**config.mk**
```make
export PLATFORM = sky130hd
export DESIGN_NAME = string_to_integer_parser_top
export DESIGN_NICKNAME = d
export VERILOG_FILES = /design/src/rtl/core/stp_pkg.sv /design/src/rtl/core/stp_front.sv /design/src/rtl/core/stp_back.sv /design/src/rtl/core/string_to_integer_parser_top.sv
export SDC_FILE = /design/constraint.sdc
export NUM_CORES = 1
export LEC_CHECK = 0
export BUFFER_PORTS_ARGS = -buffer_cell sky130_fd_sc_hd__buf_2
export CAP_MARGIN = 5
export CORE_MARGIN = 5
export CORE_UTILIZATION = 52
export CTS_BUF_LIST = sky130_fd_sc_hd__clkbuf_4
export CTS_CLUSTER_SIZE = 12
export DETAILED_ROUTE_END_ITERATION = 16
export PLACE_DENSITY_LB_ADDON = 0.3
export SYNTH_ARGS = -nofsm -noshare
export SYNTH_HDL_FRONTEND = slang
export SYNTH_HIERARCHICAL = 1
export SYNTH_SLANG_ARGS = --single-unit
```
**constraint.sdc**
```tcl
create_clock -name aclk -period 22.7 [get_ports aclk]
set_input_delay 3.405 -clock aclk [delete_from_list [all_inputs] [get_ports aclk]]
set_output_delay 3.405 -clock aclk [all_outputs]
set_load 0.005 [all_outputs]
```
**src/rtl/core/stp_pkg.sv**
```systemverilog
// Shared types and constants for the string-to-integer parser.
// No dependencies; used by the front, back and top-level modules.
package stp_pkg;

    localparam int unsigned ACC_W     = 64;
    localparam int unsigned RADIX_W   = 5;
    localparam int unsigned CHAR_W    = 8;
    localparam int unsigned CNT_OUT_W = 12;
    localparam int unsigned DIGIT_W   = 5;

    localparam logic [RADIX_W-1:0] RADIX_RESET = 5'd10;
    localparam logic [RADIX_W-1:0] RADIX_AUTO  = 5'd0;
    localparam logic [RADIX_W-1:0] RADIX_OCT   = 5'd8;
    localparam logic [RADIX_W-1:0] RADIX_DEC   = 5'd10;
    localparam logic [RADIX_W-1:0] RADIX_HEX   = 5'd16;
    localparam logic [DIGIT_W-1:0] DIGIT_NONE  = 5'd16;

    // Classified character as it travels from front to back
    typedef struct packed {
        logic               is_space;
        logic               is_minus;
        logic               is_plus;
        logic               is_zero;
        logic               is_x;
        logic [DIGIT_W-1:0] digit;
        logic               last;
    } char_class_t;

endpackage

```
**src/rtl/core/stp_front.sv**
```systemverilog
// Front end: accepts characters, classifies them and queues the classes.
// Depends on stp_pkg.
module stp_front (
    input  logic                      aclk,
    input  logic                      aresetn,
    input  logic                      s_valid,
    output logic                      s_ready,
    input  logic [stp_pkg::CHAR_W-1:0] s_char_code,
    input  logic                      s_last_char,
    output logic                      head_valid,
    output stp_pkg::char_class_t      head,
    input  logic                      head_pop
);

    localparam int unsigned DEPTH = 2;

    stp_pkg::char_class_t cls;
    stp_pkg::char_class_t queue_mem [DEPTH];
    logic                 wr_ptr_reg, wr_ptr_next;
    logic                 rd_ptr_reg, rd_ptr_next;
    logic [1:0]           count_reg, count_next;
    logic                 push;

    always_comb begin
        cls          = '0;
        cls.is_space = (s_char_code == 8'h20) || (s_char_code inside {[8'h09:8'h0D]});
        cls.is_minus = (s_char_code == 8'h2D);
        cls.is_plus  = (s_char_code == 8'h2B);
        cls.is_zero  = (s_char_code == 8'h30);
        cls.is_x     = (s_char_code == 8'h78) || (s_char_code == 8'h58);
        cls.last     = s_last_char;
        if (s_char_code inside {[8'h30:8'h39]}) begin
            cls.digit = 5'(s_char_code - 8'h30);
        end else if (s_char_code inside {[8'h61:8'h66]}) begin
            cls.digit = 5'(s_char_code - 8'h57);
        end else if (s_char_code inside {[8'h41:8'h46]}) begin
            cls.digit = 5'(s_char_code - 8'h37);
        end else begin
            cls.digit = stp_pkg::DIGIT_NONE;
        end
    end

    assign s_ready    = (count_reg != 2'(DEPTH));
    assign push       = s_valid && s_ready;
    assign head_valid = (count_reg != 2'd0);
    assign head       = queue_mem[rd_ptr_reg];

    always_comb begin
        wr_ptr_next = push ? ~wr_ptr_reg : wr_ptr_reg;
        rd_ptr_next = head_pop ? ~rd_ptr_reg : rd_ptr_reg;
        count_next  = count_reg + 2'(push) - 2'(head_pop);
    end

    always_ff @(posedge aclk) begin
        if (push) begin
            queue_mem[wr_ptr_reg] <= cls;
        end
    end

    always_ff @(posedge aclk) begin
        if (!aresetn) begin
            wr_ptr_reg <= 1'b0;
            rd_ptr_reg <= 1'b0;
            count_reg  <= 2'd0;
        end else begin
            wr_ptr_reg <= wr_ptr_next;
            rd_ptr_reg <= rd_ptr_next;
            count_reg  <= count_next;
        end
    end

endmodule

```
**src/rtl/core/stp_back.sv**
```systemverilog
// Back end: parse state machine, signed accumulator, consumed count and
// the result output register. Depends on stp_pkg.
module stp_back #(
    parameter int unsigned MAX_COUNT = 4095,
    parameter int unsigned CNT_W     = 12
) (
    input  logic                          aclk,
    input  logic                          aresetn,
    input  logic                          cfg_we,
    input  logic [stp_pkg::RADIX_W-1:0]   cfg_wdata,
    input  logic                          head_valid,
    input  stp_pkg::char_class_t          head,
    output logic                          head_pop,
    output logic                          m_valid,
    input  logic                          m_ready,
    output logic signed [stp_pkg::ACC_W-1:0]    m_parsed_value,
    output logic [stp_pkg::CNT_OUT_W-1:0] m_chars_consumed
);

    localparam logic [2:0] PH_SPACE  = 3'd0;
    localparam logic [2:0] PH_SIGNED = 3'd1;
    localparam logic [2:0] PH_ZERO0  = 3'd2;
    localparam logic [2:0] PH_ZERO16 = 3'd3;
    localparam logic [2:0] PH_DIGITS = 3'd4;
    localparam logic [2:0] PH_DONE   = 3'd5;

    logic [stp_pkg::RADIX_W-1:0] radix_reg;
    logic [2:0]                  phase_reg, phase_next;
    logic                        neg_reg, neg_next;
    logic [stp_pkg::RADIX_W-1:0] aradix_reg, aradix_next;
    logic [stp_pkg::ACC_W-1:0]   acc_reg, acc_next;
    logic [CNT_W-1:0]            cnt_reg, cnt_next, cnt_inc;
    logic                        m_valid_reg;
    logic [stp_pkg::ACC_W-1:0]   m_value_reg;
    logic [stp_pkg::CNT_OUT_W-1:0] m_count_reg;
    logic [16:0]                 cnt_wide;

    logic                        first, do_digit, inc;
    logic [stp_pkg::RADIX_W-1:0] dig_radix;
    logic [stp_pkg::ACC_W-1:0]   prod;
    logic                        out_free;

    assign out_free = !m_valid_reg || m_ready;
    // A last character needs the output slot; others go straight through
    assign head_pop = head_valid && (!head.last || out_free);

    assign cnt_inc = (cnt_reg < CNT_W'(MAX_COUNT)) ? cnt_reg + CNT_W'(1) : cnt_reg;
    assign prod    = 64'(acc_reg * 64'(dig_radix));

    always_comb begin
        phase_next  = phase_reg;
        neg_next    = neg_reg;
        aradix_next = aradix_reg;
        acc_next    = acc_reg;
        first       = 1'b0;
        do_digit    = 1'b0;
        inc         = 1'b0;
        dig_radix   = aradix_reg;

        case (phase_reg)
            PH_SPACE: begin
                if (head.is_space) begin
                    inc = 1'b1;
                end else if (head.is_minus) begin
                    neg_next   = 1'b1;
                    inc        = 1'b1;
                    phase_next = PH_SIGNED;
                end else if (head.is_plus) begin
                    inc        = 1'b1;
                    phase_next = PH_SIGNED;
                end else begin
                    first = 1'b1;
                end
            end
            PH_SIGNED: begin
                first = 1'b1;
            end
            PH_ZERO0: begin
                if (head.is_x) begin
                    aradix_next = stp_pkg::RADIX_HEX;
                    inc         = 1'b1;
                    phase_next  = PH_DIGITS;
                end else begin
                    aradix_next = stp_pkg::RADIX_OCT;
                    dig_radix   = stp_pkg::RADIX_OCT;
                    do_digit    = 1'b1;
                end
            end
            PH_ZERO16: begin
                if (head.is_x) begin
                    inc        = 1'b1;
                    phase_next = PH_DIGITS;
                end else begin
                    do_digit = 1'b1;
                end
            end
            PH_DIGITS: begin
                do_digit = 1'b1;
            end
            default: begin
                phase_next = PH_DONE;
            end
        endcase

        // First character after whitespace and sign latches the base
        if (first) begin
            if (radix_reg == stp_pkg::RADIX_AUTO) begin
                if (head.is_zero) begin
                    inc        = 1'b1;
                    phase_next = PH_ZERO0;
                end else begin
                    aradix_next = stp_pkg::RADIX_DEC;
                    dig_radix   = stp_pkg::RADIX_DEC;
                    do_digit    = 1'b1;
                end
            end else begin
                aradix_next = radix_reg;
                if (radix_reg == stp_pkg::RADIX_HEX && head.is_zero) begin
                    inc        = 1'b1;
                    phase_next = PH_ZERO16;
                end else begin
                    dig_radix = radix_reg;
                    do_digit  = 1'b1;
                end
            end
        end

        // Accumulate the signed value directly: subtract digits when negative
        if (do_digit) begin
            if (head.digit[4] || head.digit >= dig_radix) begin
                phase_next = PH_DONE;
            end else begin
                acc_next   = neg_reg ? prod - 64'(head.digit) : prod + 64'(head.digit);
                inc        = 1'b1;
                phase_next = PH_DIGITS;
            end
        end

        cnt_next = inc ? cnt_inc : cnt_reg;
    end

    assign cnt_wide = 17'(cnt_next);

    always_ff @(posedge aclk) begin
        if (!aresetn) begin
            radix_reg <= stp_pkg::RADIX_RESET;
        end else if (cfg_we) begin
            radix_reg <= cfg_wdata;
        end
    end

    always_ff @(posedge aclk) begin
        if (!aresetn) begin
            phase_reg  <= PH_SPACE;
            neg_reg    <= 1'b0;
            aradix_reg <= '0;
            acc_reg    <= '0;
            cnt_reg    <= '0;
        end else if (head_pop) begin
            if (head.last) begin
                phase_reg  <= PH_SPACE;
                neg_reg    <= 1'b0;
                aradix_reg <= '0;
                acc_reg    <= '0;
                cnt_reg    <= '0;
            end else begin
                phase_reg  <= phase_next;
                neg_reg    <= neg_next;
                aradix_reg <= aradix_next;
                acc_reg    <= acc_next;
                cnt_reg    <= cnt_next;
            end
        end
    end

    always_ff @(posedge aclk) begin
        if (!aresetn) begin
            m_valid_reg <= 1'b0;
        end else if (head_pop && head.last) begin
            m_valid_reg <= 1'b1;
        end else if (m_ready) begin
            m_valid_reg <= 1'b0;
        end
    end

    always_ff @(posedge aclk) begin
        if (head_pop && head.last) begin
            m_value_reg <= acc_next;
            m_count_reg <= cnt_wide[stp_pkg::CNT_OUT_W-1:0];
        end
    end

    assign m_valid          = m_valid_reg;
    assign m_parsed_value   = m_value_reg;
    assign m_chars_consumed = m_count_reg;

endmodule

```
**src/rtl/core/string_to_integer_parser_top.sv**
```systemverilog
// String-to-integer parser, one character per transfer.
// A last character is queued in front; its result is then registered in the back end.
// Throughput: one character per cycle, one multiply-add by the base in the back end each,
// unless a stalled result holds a last character back in the queue.
// Reset (aresetn low, synchronous): queue empty, parse state cleared, radix 10.
module string_to_integer_parser_top #(
    parameter int unsigned MAX_COUNT = 4095
) (
    input  logic                          aclk,
    input  logic                          aresetn,
    input  logic                          cfg_we,
    input  logic [stp_pkg::RADIX_W-1:0]   cfg_wdata,
    input  logic                          s_valid,
    output logic                          s_ready,
    input  logic [stp_pkg::CHAR_W-1:0]    s_char_code,
    input  logic                          s_last_char,
    output logic                          m_valid,
    input  logic                          m_ready,
    output logic signed [stp_pkg::ACC_W-1:0] m_parsed_value,
    output logic [stp_pkg::CNT_OUT_W-1:0] m_chars_consumed
);

    localparam int unsigned CNT_W = $clog2(MAX_COUNT + 1);

    logic                 head_valid;
    logic                 head_pop;
    stp_pkg::char_class_t head;

    stp_front u_front (
        .aclk        (aclk),
        .aresetn     (aresetn),
        .s_valid     (s_valid),
        .s_ready     (s_ready),
        .s_char_code (s_char_code),
        .s_last_char (s_last_char),
        .head_valid  (head_valid),
        .head        (head),
        .head_pop    (head_pop)
    );

    stp_back #(
        .MAX_COUNT (MAX_COUNT),
        .CNT_W     (CNT_W)
    ) u_back (
        .aclk             (aclk),
        .aresetn          (aresetn),
        .cfg_we           (cfg_we),
        .cfg_wdata        (cfg_wdata),
        .head_valid       (head_valid),
        .head             (head),
        .head_pop         (head_pop),
        .m_valid          (m_valid),
        .m_ready          (m_ready),
        .m_parsed_value   (m_parsed_value),
        .m_chars_consumed (m_chars_consumed)
    );

endmodule

```
## Word level (Yosys, flattened, before mapping)

Memory sizes are Yosys's and may differ from the RTL's. A register that Yosys moved wholly into a read port is not among the register bits.
Index checks and enable logic that the tools add are counted.
W data, S select, Z words.

- Register bits: 171
- Bits in writable memories: 22
- Output and inout bits: 78
- Memories kept: 1

Memories:

| memory | depth | bits a word | rd ports | clocked after memory_dff | write ports | line | text |
|---|---|---|---|---|---|---|---|
| u_front.queue_mem | 2 | 11 | 1 | 1 | 1 | stp_front.sv:18 | `stp_pkg::char_class_t queue_mem [DEPTH];` |

- Add/subtract/negate cells: 8
- $mul: 1
- Order comparisons: 10
- Equality and inequality tests: 13
- Mux-type cells: 65
- Bitwise gates (word level): 2
- Reduce and logical (&&, ||, !) cells: 24

Operator list:

| cell | number |
|---|---|
| $mux W64 | 4 |
| $mux W5 | 15 |
| $add A64 B5 Y64 | 1 |
| $mul A64 B5 Y64 | 1 |
| $sub A64 B5 Y64 | 1 |
| $mux W12 | 3 |
| $eq A8 B6 Y1 const B | 4 |
| $mux W3 | 10 |
| $mux W1 | 29 |
| $eq A8 B7 Y1 const B | 2 |
| $ge A8 B7 Y1 const B | 2 |
| $le A8 B7 Y1 const B | 2 |
| $sub A5 B5 Y5 const B | 3 |
| $add A12 B1 Y12 const B | 1 |
| $lt A12 B12 Y1 const B | 1 |
| $pmux W3 S3 | 1 |
| $ge A8 B4 Y1 const B | 1 |
| $ge A8 B6 Y1 const B | 1 |
| $le A8 B4 Y1 const B | 1 |
| $le A8 B6 Y1 const B | 1 |
| $logic_and A1 B1 Y1 | 8 |
| $reduce_bool A2 Y1 | 4 |
| $eq A3 B2 Y1 const B | 2 |
| $pmux W1 S2 | 3 |
| 15 further kinds | 22 |

## Longest topological paths before layout

Gate-level depths: netlist of the first run.

- Depth in word-level cells: 11
- Gate-level depth with buffers: 38
- Gate-level depth less buffers: 35

## Hierarchy

The synthesis of the first run kept the hierarchy.

Modules (own cells, without submodules):

| module | instances | cells an instance | area an instance (um2) |
|---|---|---|---|
| stp_back | 1 | 2483 | 20646.1 |
| stp_front | 1 | 97 | 1311.3 |

## Worst setup path after synthesis of the first run

No wires, ideal clock.

- Kind: register -> register
- From: register (tool-made name)
- To: register u_back.m_value_reg, in the netlist u_back/m_parsed_value[63] (data pin)
- Data arrival time: 8.311 ns
- Slack: 14.245 ns
- Stages on the path, launching flop included: 36
- Buffers on the path: 3
- Period minus slack after synthesis: 8.455 ns
- Cells stage by stage: dfxtp_1 -> buf_2 -> mux2_2 -> nor3_1 -> o22ai_1 -> a22oi_1 -> a2bb2oi_1 -> clkbuf_1 -> and2_1 -> fa_1 -> fa_1 -> inv_1 -> fa_1 -> inv_1 -> ha_1 -> a211o_1 -> or3_1 -> o221ai_1 -> a2111oi_0 -> a211oi_1 -> o21ai_1 -> a21oi_1 -> o31a_1 -> o21ai_1 -> xor2_1 -> ha_1 -> clkbuf_1 -> a21o_1 -> a31oi_1 -> o21ai_0 -> a221oi_1 -> o2bb2ai_1 -> or3_1 -> a41oi_1 -> xnor3_1 -> o21ai_1

RTL lines:

| item | line | text |
|---|---|---|
| end signal, assigned | stp_back.sv:188 | `m_value_reg <= acc_next;` |
| end, declared | stp_back.sv:34 | `logic [stp_pkg::ACC_W-1:0] m_value_reg;` |

==> results of run 1 <==
[worst paths after layout]
| kind | endpoint | startpoint | slack (ps) | depth (start not counted) |
|---|---|---|---|---|
| max | u_back/m_parsed_value[63]$_DFFE_PP_ | flop | 12190 | 31 |
| min | u_back/acc_reg[63]$_SDFFE_PN0P_ | u_back/acc_reg[63]$_SDFFE_PN0P_ | 500 | 2 |
| max reg2reg | u_back/m_parsed_value[63]$_DFFE_PP_ | flop | 12190 | 31 |
| min reg2reg | u_back/acc_reg[63]$_SDFFE_PN0P_ | u_back/acc_reg[63]$_SDFFE_PN0P_ | 500 | 2 |
[placed cells by master (no fill, tap or decap), types with 6 or more instances in the layout]
cell,count
a211oi_1,16
a21boi_0,10
a21o_1,95
a21oi_1,139
a221oi_1,11
a22oi_1,40
a2bb2oi_1,6
a31oi_1,21
a32o_1,8
and2_1,170
and3_1,14
and4_1,8
buf_2,96
buf_4,14
clkbuf_4,20
dfxtp_1,96
edfxtp_1,98
fa_1,180
ha_1,143
inv_1,276
mux2_2,13
mux2i_1,12
nand2_1,279
nand2b_1,19
nand3_1,44
nand3b_1,6
nand4_1,32
nor2_1,94
nor2b_1,124
nor3_1,42
o211ai_1,10
o21a_1,16
o21ai_0,141
o21ai_1,10
o21bai_1,26
o31ai_1,9
or3_1,7
xnor2_1,81
xor2_1,48
[kinds of logic after synthesis]
kind of cell    count (synthesis)
mux                            26
fa+ha+maj                     323
flops                         194
buf+inv                       397
simple gates                  874
xor+xnor                      130
compound gates                636
[metrics by stage]
step,hold WS (ps),utilization (%),cells
after floorplan,443.1,-,2580
after global placement,465.5,54.54,3109
after detailed placement,478.0,54.54,3109
after CTS,499.3,55.20,3141
after global routing,536.5,55.21,3143
final,497.6,55.21,3143
[power breakdown]
group	leakage [nW]	total [mW]	internal (mW)	switching, mW
Combinational	8.70	0.542	0.149	0.392
Sequential	1.71	0.446	0.424	0.0219
Clock	0.143	0.194	0.0602	0.134
Total	10.6	1.18	0.634	0.549
[final cells by class]
class / count / area [um^2] / share of cell area (%)
clock inverter: 12 / 127.6 / 0.5523
timing repair buffer: 110 / 585.6 / 2.534
multi-input combinational: 1989 / 15660 / 67.77
clock buffer: 20 / 150.1 / 0.6498
sequential: 194 / 4865 / 21.05
inverter: 277 / 1041 / 4.505
antenna: 2 / 5.005 / 0.02166
tap: 539 / 674.4 / 2.919
[layer usage]
layer | vias up | part of all wire (%)
met5 | - | 0
met4 | 0 | 3.2
met3 | 115 | 5.9
met2 | 632 | 47
met1 | 9112 | 44
li1 | 8861 | -
[worst reg2reg max path, delay by kind of cell, from the launching register on]
family                   cells  cell delay [ps]
multiplexers                 1              400
XOR/XNOR                     2              460
buffers and inverters        3              610
AND/OR/NAND/NOR              8             1850
AO/OA/AOI/OAI               12             4140
flip-flops                   1              650
adder cells (fa/ha/maj)      5             2280
==> run metrics, run 1 <==
CTS H-tree lvls 4; ys flop type edfxtp_1; Hold Violations, Final 0; die area between 0.04 and 0.05 mm^2; Clock Path Buffers 2; compound-cell area share of the yosys netlist between 15 and 20%; vias in the first global route 18.20k; synthesis-stage register bit count 194; max cap viols 0; initial antenna violation count 2; Synth Area in XOR/XNOR approximately 5.2%; syn_area_per_cell between 8 and 9 um^2; largest net degree at the start of global routing slightly above 80; gr busiest metal met2; synth cell count leaders nand2_1, inv_1, fa_1, and2_1, ha_1; fill count 3886; root buffer cell clkbuf_4; hold_buf cts 0; count leader, synth nand2_1; WL final roughly 59000 um; share of the clock period used by the worst path between 40% and 50%; asr flop ratio synth 0%; Gate Count Post-Synth 2580; largest family of logic cells by synthesized area adder cells; Worst Path Required 23330 ps; first-pass GRT wire length 96230 um; IO Pins 97; post-synthesis sequential area ratio approximately 22%; post-synth top area cell fa_1; wire length per cell 18.85 um; WS Path Type reg2reg; Max Slew Vio Count 0; Peak VDD IR 0.00004963 V; grt ovf 0; Yosys top cell area share between 15 and 20%; core area between 0.04 and 0.05 mm^2; CTS buffer count 17; Final Setup Violations 0; Post-synth EDFFs 98; DRC 0; crit path capture type flop; top cells by area, synth fa_1, edfxtp_1, dfxtp_1; Post CTS Setup Buffer Count 0; Slew HR around 17%; Core Rows between 70 and 80; Synth Cell Area about 0.022 mm^2; dpl hpwl 45180 um; total number of vias 18.72k; nets@finish approximately 3k; power per cell area 51.17 mW/mm^2; leakage 10.55 nW; GR Util met2 42.14%; Arr. time, crit path 11140 ps; Hold WC Path Type reg2reg; CTS tree yes; Worst-Margin Slew 1207 ps; routability cong. 0.9449; port buffer count 96; placed cell area 0.02282 mm^2; outcome finished, final reports clean; clock skew around 40 ps; critical path peak fanout 33; mux contribution to synthesized area 1.282%; Setup TNS 0 ps; synthesized-area fraction occupied by adder cells between 20% and 30%; CP bufs+invs 3; Synth warnings 6; met1 usage 34.12%; setup slack at placement 12600 ps; RSZ-0062 raised after global routing false; simple-gate area share of the yosys netlist around 20%; post-CTS sizing 0; Pre-antenna DRT Iters 7; initial drt markers 1362; Finished Cell Area about 0.023 mm^2; clk_lat worst skew 780 ps; area grow syn2layout 5.237%; Worst setup SP type flop; Die Height 215.5 um; fraction of layout cells with a size suffix above 1 7.610%; Routed Antenna Nets 0; Clock transition at path regs approximately 170 ps; Die Span X 215.5 um; CP max stage delay 1050 ps; slowest cell on the critical path a2111oi_0; Starting Density between 50 and 60%; Worst Setup Slack, final 12190 ps; clock sinks 194; delay-heaviest family, CP compound AO/OA/AOI/OAI gates; Tmin final 10510 ps; Synth cell types 95; overall power 1.182 mW; GR Util All Layers 25.47%; Mapped Nets 2922; Via density 5.956; met3 Usage GRT 4.064%; fmax 95.13 MHz
Power figures use the tool's default switching activity.
==> run 2, diff against run 1 <==
ABC_AREA = 1   (was unset)
clock period = 10.8 ns   (was 22.7 ns; I/O delays follow)
==> run 2 against run 1 <==
Clock power is 120% higher. Worst hold slack lost 16 ps. Synthesized cell count is 22% higher. Worst setup slack lost 11000 ps. Clock skew decreased by 1.5 ps. Clock-buffer cell count down 2. Critical path depth up 8. Critical path type unchanged. Critical endpoint is now u_back/acc_reg[52]$_SDFFE_PN0P_. Highest routed layer unchanged.
==> run metrics, run 2 <==
hold_buf cts 0 (unchanged); CP max stage delay 660 ps (was 1050 ps); initial antenna violation count 2 (unchanged); Die Height 217.5 um (was 215.5 um); Gate Count Post-Synth 3158 (was 2580); fraction of layout cells with a size suffix above 1 7.645% (was 7.610%); Post-synth EDFFs 98 (unchanged); Max Slew Vio Count 0 (unchanged); share of the clock period used by the worst path 89.22% (was 46.31%); top cells by area, synth fa_1, edfxtp_1, nand2_1 (was fa_1, edfxtp_1, dfxtp_1); Via density 5.642 (was 5.956); vias in the first global route 20.81k (was 18.20k); Die Span X 217.5 um (was 215.5 um); reg2reg path depth 39 (was 31); root buffer cell clkbuf_4 (unchanged); CTS H-tree lvls 4 (unchanged); clock sinks 194 (unchanged); post-synth top area cell fa_1 (unchanged); grt ovf 0 (unchanged); syn_area_per_cell 7.089 um^2 (was 8.511 um^2); Peak VDD IR 0.0002475 V (was 0.00004963 V); Tmin final 9636 ps (was 10510 ps); Clock Path Buffers 2 (unchanged); asr flop ratio synth 0% (unchanged); WL final 71970 um (was 59240 um); Most common cell on crit path nand2_1; synthesis-stage register bit count 194 (unchanged); highest-count cells in the layout ignoring fill and taps nand2_1, inv_1, nor2_1, a21oi_1, fa_1 (was nand2_1, inv_1, fa_1, and2_1, ha_1); Core Rows 76 (was 75); WS Path Type reg2reg (unchanged); dpl hpwl 57160 um (was 45180 um); wire length per cell 19.03 um (was 18.85 um); Synth warnings 6 (unchanged); synth cell count leaders nand2_1, inv_1, nor2_1, a21oi_1, fa_1 (was nand2_1, inv_1, fa_1, and2_1, ha_1); largest net degree at the start of global routing 85 (was 81); fmax 103.8 MHz (was 95.13 MHz); clk_lat worst skew 800 ps (was 780 ps); hold endpoint u_back/aradix_reg[4]$_SDFFE_PN0P_ (was u_back/acc_reg[63]$_SDFFE_PN0P_); slowest cell on the critical path dfxtp_1 (was a2111oi_0); worst hold stages 2 (unchanged); port buffer count 96 (unchanged); IO Pins 97 (unchanged); leakage 10.94 nW (was 10.55 nW); first-pass GRT wire length 113100 um (was 96230 um); initial drt markers 1999 (was 1362); placed cell area 0.02341 mm^2 (was 0.02282 mm^2); Worst-Margin Slew 1181 ps (was 1207 ps); GR Util All Layers 30.35% (was 25.47%); Finished Cell Area 0.02372 mm^2 (was 0.02311 mm^2); core area 0.04279 mm^2 (was 0.04185 mm^2); reg-to-reg endpoint u_back/acc_reg[52]$_SDFFE_PN0P_ (was u_back/m_parsed_value[63]$_DFFE_PP_); Worst Path Required 11450 ps (was 23330 ps); Clock transition at path regs 190 ps (was 170 ps); Hold Path Origin u_back/aradix_reg[4]$_SDFFE_PN0P_ (was u_back/acc_reg[63]$_SDFFE_PN0P_); critical path peak fanout 25 (was 33); Arr. time, crit path 10280 ps (was 11140 ps); nets@finish 3560 (was 2931); Routed Antenna Nets 0 (unchanged); Hold WC Path Type reg2reg (unchanged); CTS tree yes (unchanged); Yosys top cell area share 16.10% (was 16.41%); Worst setup SP type flop (unchanged); FF-to-FF setup slack 1160 ps (was 12190 ps); routability cong. 1.028 (was 0.9449); Pre-antenna DRT Iters 7 (unchanged); clock skew 38.86 ps (was 40.31 ps); fill count 4299 (was 3886); Setup TNS 0 ps (unchanged); count leader, synth nand2_1 (unchanged); power per cell area 113.4 mW/mm^2 (was 51.17 mW/mm^2); area grow syn2layout 5.941% (was 5.237%); Slew HR 21.28% (was 17.42%); outcome finished, final reports clean (unchanged); CTS buffer count 17 (unchanged); Starting Density 52.32% (was 52.46%); post-CTS sizing 0 (unchanged); RSZ-0062 raised after global routing false (unchanged); most common cell after layout, fill and taps aside nand2_1 (unchanged); total number of vias 21.33k (was 18.72k); max cap viols 0 (unchanged); ys flop type edfxtp_1 (unchanged); Mapped Nets 3500 (was 2922); Final Setup Violations 0 (unchanged); Synth cell types 67 (was 95); die area 0.04730 mm^2 (was 0.04644 mm^2); Post CTS Setup Buffer Count 0 (unchanged); Synth Cell Area 0.02239 mm^2 (was 0.02196 mm^2); Hold Violations, Final 0 (unchanged); crit path capture type flop (unchanged); DRC 0 (unchanged); post-synthesis sequential area ratio 21.73% (was 22.16%)
run 2: final cells by class:
| class | count | area (um^2) | area share, % |
|---|---|---|---|
| inverters | 574 | 2156 | 9.089 |
| diodes | 4 | 10.01 | 0.04220 |
| repair buffers | 112 | 600.6 | 2.532 |
| flip-flops and latches | 194 | 4865 | 20.51 |
| well taps | 546 | 683.2 | 2.880 |
| multi-input cells | 2319 | 15100 | 63.68 |
| clock inverters | 14 | 165.2 | 0.6963 |
| clock buffers | 18 | 135.1 | 0.5697 |
run 2: metal layers:
metal	global-route usage [%]	vias up	routed length (um)
met5	0	-	0
li1	-	10200	-
met2	49.61	760	33310
met4	9.543	0	1862
met1	42.23	10260	32370
met3	3.943	111	4425
run 2: worst max path at each step:
stage | to | depth (start not counted)
after floorplan | u_back/m_parsed_value[57]$_DFFE_PP_ | 45
after detailed placement | u_back/acc_reg[52]$_SDFFE_PN0P_ | 39
after global placement | u_back/acc_reg[52]$_SDFFE_PN0P_ | 43
after CTS | u_back/acc_reg[34]$_SDFFE_PN0P_ | 36
after global routing | u_back/acc_reg[58]$_SDFFE_PN0P_ | 45
final | u_back/acc_reg[52]$_SDFFE_PN0P_ | 39
run 2: where the power goes:
group	leakage [nW]	total, mW	switching, mW	internal, mW
combinational	9.07	1.29	0.967	0.324
sequential	1.71	0.966	0.0488	0.917
clock	0.159	0.434	0.324	0.110
run 2: cell families after synthesis:
group / Yosys count / share of synthesized area, %
and+or+nand+nor: 1295 / 23.87
DFF: 194 / 21.73
muxes: 12 / 0.5980
AOI/OAI and AO/OA: 585 / 14.75
buffers and inverters: 645 / 10.89
adders and majority gates: 323 / 24.09
xor gates and xnor gates: 104 / 4.069
run 2: stage by stage:
step	hold slack [ps]	setup slack [ps]	power, mW	utilization (%)	cells
after global placement	455.4	1528	2.220	54.70	3745
after floorplan	439.3	3501	1.772	-	3158
after detailed placement	461.1	1434	2.253	54.70	3745
final	481.4	1164	2.691	55.43	3781
after global routing	504.7	677.5	2.838	55.43	3781
after CTS	484.0	1395	2.690	55.40	3777
run 2: critical path: cells and delay by family, from the launching register on:
kind | cells | cell delay [ps]
AO/OA/AOI/OAI | 10 | 2380
AND/OR/NAND/NOR | 16 | 2190
XOR/XNOR | 1 | 250
flip-flops | 1 | 660
buffers and inverters | 6 | 1220
adder cells (fa/ha/maj) | 5 | 2310
multiplexers | 1 | 410
